**src/rtl/rlt_pkg.sv**
```systemverilog
// ----------------------------------------------------------------------------
// rlt_pkg: report latency tracker shared definitions
// Event kinds, internal op codes, command word and result word layout.
// ----------------------------------------------------------------------------
`default_nettype none

package rlt_pkg;

  localparam int unsigned SLOT_COUNT_DEF = 128;
  localparam int unsigned CYC_PER_US_DEF = 480;

  localparam int unsigned WORD_W     = 32;
  localparam int unsigned KIND_W     = 3;
  localparam int unsigned NUM_OUT    = 12;
  localparam int unsigned IN_DATA_W  = 136;
  localparam int unsigned OUT_DATA_W = NUM_OUT * WORD_W;

  // event kinds on the input channel
  localparam logic [KIND_W-1:0] KIND_REPORT = 3'd0;
  localparam logic [KIND_W-1:0] KIND_ARM    = 3'd1;
  localparam logic [KIND_W-1:0] KIND_SUBMIT = 3'd2;
  localparam logic [KIND_W-1:0] KIND_RF     = 3'd3;
  localparam logic [KIND_W-1:0] KIND_ERROR  = 3'd4;

  // result word slots
  localparam int unsigned W_TOTAL   = 0;
  localparam int unsigned W_USBDONE = 1;
  localparam int unsigned W_CONV    = 2;
  localparam int unsigned W_PROC    = 3;
  localparam int unsigned W_SUBMIT  = 4;
  localparam int unsigned W_USBLAT  = 5;
  localparam int unsigned W_USBAVG  = 6;
  localparam int unsigned W_RFLAT   = 7;
  localparam int unsigned W_RFAVG   = 8;
  localparam int unsigned W_RFOK    = 9;
  localparam int unsigned W_RFFAIL  = 10;
  localparam int unsigned W_ERR     = 11;

  typedef enum logic [2:0] {
    OP_REPORT = 3'd0,
    OP_ARM    = 3'd1,
    OP_SUBMIT = 3'd2,
    OP_RF     = 3'd3,
    OP_ERROR  = 3'd4,
    OP_NOP    = 3'd5
  } op_t;

  typedef struct packed {
    op_t               op;
    logic [WORD_W-1:0] seq;
    logic [WORD_W-1:0] trig;
    logic [WORD_W-1:0] comp;
    logic [WORD_W-1:0] now;
    logic              ok;
  } cmd_t;

endpackage

`default_nettype wire

```
**src/rtl/rlt_front.sv**
```systemverilog
// ----------------------------------------------------------------------------
// rlt_front: event intake
// Accepts events, decodes the kind and queues commands for the back end.
// ----------------------------------------------------------------------------
`default_nettype none

module rlt_front (
  input  wire logic                           clk,
  input  wire logic                           rst_n,
  input  wire logic                           in_tvalid,
  output logic                                in_tready,
  input  wire logic [rlt_pkg::IN_DATA_W-1:0]  in_tdata,  // seq, trigger, complete, now, ok
  input  wire logic [rlt_pkg::KIND_W-1:0]     in_tuser,  // kind
  output logic                                q_valid,
  input  wire logic                           q_ready,
  output rlt_pkg::cmd_t                       q_cmd
);

  localparam int unsigned DEPTH = 2;

  rlt_pkg::cmd_t     fifo_r [DEPTH];
  logic              wr_ptr_r;
  logic              rd_ptr_r;
  logic [1:0]        cnt_r;
  rlt_pkg::cmd_t     cmd_in;
  logic              push;
  logic              pop;

  always_comb begin
    cmd_in.seq  = in_tdata[31:0];
    cmd_in.trig = in_tdata[63:32];
    cmd_in.comp = in_tdata[95:64];
    cmd_in.now  = in_tdata[127:96];
    cmd_in.ok   = in_tdata[128];
    case (in_tuser)
      rlt_pkg::KIND_REPORT: cmd_in.op = rlt_pkg::OP_REPORT;
      rlt_pkg::KIND_ARM:    cmd_in.op = rlt_pkg::OP_ARM;
      rlt_pkg::KIND_SUBMIT: cmd_in.op = rlt_pkg::OP_SUBMIT;
      rlt_pkg::KIND_RF:     cmd_in.op = rlt_pkg::OP_RF;
      rlt_pkg::KIND_ERROR:  cmd_in.op = rlt_pkg::OP_ERROR;
      default:              cmd_in.op = rlt_pkg::OP_NOP;
    endcase
  end

  assign in_tready = (cnt_r != 2'(DEPTH));
  assign q_valid   = (cnt_r != 2'd0);
  assign q_cmd     = fifo_r[rd_ptr_r];
  assign push      = in_tvalid && in_tready;
  assign pop       = q_valid && q_ready;

  always_ff @(posedge clk) begin
    if (push) begin
      fifo_r[wr_ptr_r] <= cmd_in;
    end
  end

  always_ff @(posedge clk) begin
    if (!rst_n) begin
      wr_ptr_r <= 1'b0;
      rd_ptr_r <= 1'b0;
      cnt_r    <= 2'd0;
    end else begin
      if (push) begin
        wr_ptr_r <= ~wr_ptr_r;
      end
      if (pop) begin
        rd_ptr_r <= ~rd_ptr_r;
      end
      case ({push, pop})
        2'b10:   cnt_r <= cnt_r + 2'd1;
        2'b01:   cnt_r <= cnt_r - 2'd1;
        default: cnt_r <= cnt_r;
      endcase
    end
  end

endmodule

`default_nettype wire

```
**config.mk**
```make
export PLATFORM = sky130hd
export DESIGN_NAME = rlt_front
export DESIGN_NICKNAME = d
export VERILOG_FILES = /design/src/rtl/rlt_pkg.sv /design/src/rtl/rlt_front.sv
export SDC_FILE = /design/constraint.sdc
export NUM_CORES = 1
export LEC_CHECK = 0
export BUFFER_PORTS_ARGS = -buffer_cell sky130_fd_sc_hd__buf_4
export CAP_MARGIN = 20
export CORE_MARGIN = 5
export CORE_UTILIZATION = 45
export DETAILED_ROUTE_END_ITERATION = 10
export GPL_ROUTABILITY_DRIVEN = 1
export GPL_TIMING_DRIVEN = 1
export PLACE_DENSITY_LB_ADDON = 0.15
export SLEW_MARGIN = 20
export SYNTH_ARGS = -nofsm -noshare
export SYNTH_HDL_FRONTEND = slang
export SYNTH_SLANG_ARGS = --single-unit
```
**constraint.sdc**
```tcl
create_clock -name clk -period 3.8 [get_ports clk]
set_input_delay 0 -clock clk [delete_from_list [all_inputs] [get_ports clk]]
set_output_delay 0 -clock clk [all_outputs]
set_load 0.01 [all_outputs]
```
==> impl_metrics.env <==
export IMPL_outcome="completed"
export IMPL_period_share_pct=63.0
export IMPL_synth_common_cells="264 x edfxtp_1, 132 x mux2_2, 9 x buf_6"
export IMPL_critical_path_arrival_ns=2.39
export IMPL_overflow=0
export IMPL_drtIter0Drc=283
export IMPL_setup_viol=0
export IMPL_numCtsBuffers=28
export IMPL_p_per_area_mw_per_mm2=631
export IMPL_wire_per_inst_um=17.8
export IMPL_routed_wl_um=20700
export IMPL_core_area_mm2=0.0216
export IMPL_synth_distinct_cells=23
export IMPL_syn_nets=582
export IMPL_grt_usage_pct=16.1
export IMPL_dieArea_mm2=0.0248
export IMPL_cts_root_buf="clkbuf_16"
export IMPL_place_gp_congestion=0.730
export IMPL_cts_resized_gates=0
export IMPL_vias=5515
export IMPL_clock_sinks=269
export IMPL_grt_pass1_wl_um=31600
export IMPL_holdCritPathClass="in -> reg"
export IMPL_die_w_um=158
export IMPL_final_nets=1005
export IMPL_worst_skew_pair_late_latency_ns=0.52
export IMPL_areaGrowthSynthToFinish_pct=47.0
export IMPL_yosysSeqAreaShare_pct=81.9
export IMPL_final_util_pct=66.6
export IMPL_yosys_warnings=0
export IMPL_hold_buffers=136
export IMPL_hold_viol_final=0
export IMPL_synth_area_per_cell_um2=22.4
export IMPL_antenna_found_initial=1
export IMPL_power_leakage_nw=5.40
export IMPL_clk_pin_slew_ns=0.06
export IMPL_finalSetupTns_ns=0
export IMPL_grt_pass1_vias=6086
export IMPL_grt_setup_unrepaired="false"
export IMPL_max_slew_worst_pin_slew_ns=0.721
export IMPL_port_buffers=269
export IMPL_drive_gt1_share_pct=50.8
export IMPL_synth_edff_count=264
export IMPL_slew_viol_final=0
export IMPL_postSynth_asyncResetShare_pct=0
export IMPL_max_freq_mhz=418
export IMPL_drv_cap=0
export IMPL_place_hpwl_um=12800
export IMPL_slew_headroom_pct=51.9
export IMPL_route_detailed_drc=0
export IMPL_final_min_clock_period_ns=2.39
export IMPL_start_util_pct=45.3
export IMPL_power_mw=9.09
export IMPL_grt_max_degree=85
export IMPL_die_h_um=158
export IMPL_cp_end_kind="primary output"
export IMPL_viasPerCell=4.74
export IMPL_synth_area_leaders="edfxtp_1 81%, mux2_2 15%, buf_6 1.0%, dfxtp_1 1.0%, buf_2 0.31%"
export IMPL_synth_cells=438
export IMPL_cts_tree="built"
export IMPL_synth_most_common_cell="edfxtp_1"
export IMPL_ios=277
export IMPL_synth_top_area_share_pct=80.9
export IMPL_syn_area_mm2=0.00980
export IMPL_num_rows=54
export IMPL_path_max_fanout=84
export IMPL_dr_pass1_iters=4
export IMPL_synth_flop_cell="edfxtp_1"
export IMPL_final_antenna_net_count=0
export IMPL_crit_type="reg -> out"
export IMPL_cts_setup_buffers=0
export IMPL_vdd_ir_drop_max_mv=0.399
export IMPL_yosysTopAreaCell="edfxtp_1"
export IMPL_skew_ns=0.00996
export IMPL_start_kind="flop"
export IMPL_h_tree_depth=1
export IMPL_ys_seq_elements=269
export IMPL_cts_path_max_buffers=3
export IMPL_required_ns=3.80
routing by layer:
layer / vias up / part of all wire [%] / GRT usage [%]
li1: 2592 / - / -
met1: 2690 / 39 / 20.2
met2: 201 / 49 / 27.5
met3: 32 / 9.7 / 5.09
met4: 0 / 1.9 / 3.93
met5: - / 0 / 0
kinds of logic (layout without fill, tap and decap cells):
family	after synthesis	after routing	share of synthesized area, %
mux	132	132	15.2
buf+inv	17	461	1.42
flops	269	269	81.9
fa+ha+maj	1	1	0.128
simple gates	10	10	0.626
other cells	0	1	0
compound gates	6	6	0.460
xor+xnor	3	3	0.268
metrics by stage:
stage / hold slack, ns / std cells / area [um^2] / worst slack, ns
after detailed placement: 0.187 / 975 / 12100 / 1.60
after floorplan: 0.0989 / 438 / 9800 / 0.0200
after CTS: 0.173 / 1162 / 14400 / 1.33
after global placement: 0.185 / 975 / 12100 / 1.65
final: 0.201 / 1163 / 14400 / 1.41
after global routing: 0.178 / 1163 / 14400 / 1.26
placed cells by master (no fill, tap or decap), types with 3 or more instances in the layout:
cell	netlist	final
dfxtp_1	5	4
clkinv_2	0	4
bufinv_16	0	4
buf_12	0	3
nor2b_1	3	3
mux2_2	132	132
clkbuf_16	0	29
edfxtp_1	264	264
dlygate4sd3_1	0	136
clkinv_1	0	6
xnor2_1	3	3
clkbuf_1	1	7
buf_4	0	270
worst paths after layout:
check                                           start                  endpoint  slack, ns  depth (start not counted)
worst max-delay path                             flop                 q_cmd[92]       1.41                          3
worst min-delay path                    in_tdata[101]    fifo_r[1][6]$_DFFE_PP_       0.20                          2
worst max register to register  cnt_r[0]$_SDFFE_PN0P_  fifo_r[0][108]$_DFFE_PP_       1.58                          4
worst min register to register  cnt_r[1]$_SDFFE_PN0P_     cnt_r[1]$_SDFFE_PN0P_       0.54                          2
report_power, final:
part	internal (mW)	leakage [nW]	switching (mW)
Clock	1.66	0.453	1.05
Sequential	3.75	2.51	0.170
Combinational	1.35	2.43	1.12
registers in the layout, indices dropped and copies added, names as in the netlist, named ones only:
signal,count
fifo_r,264
cnt_r,2
rd_ptr_r,1
wr_ptr_r,1
cell type report:
| class | instances | area, um^2 |
|---|---|---|
| clock buffer | 36 | 752 |
| timing repair buffer | 409 | 3450 |
| multi-input combinational | 152 | 1640 |
| sequential | 269 | 8030 |
| fill | 1479 | 7220 |
| clock inverter | 15 | 174 |
| tap | 280 | 350 |
| inverter | 1 | 8.76 |
| antenna | 1 | 2.50 |
critical path: stages (launching register included):
cell and delay, ns:
dfxtp_4 0.78, buf_12 0.44, mux2_2 0.40, buf_4 0.15
Power figures use the tool's default switching activity.
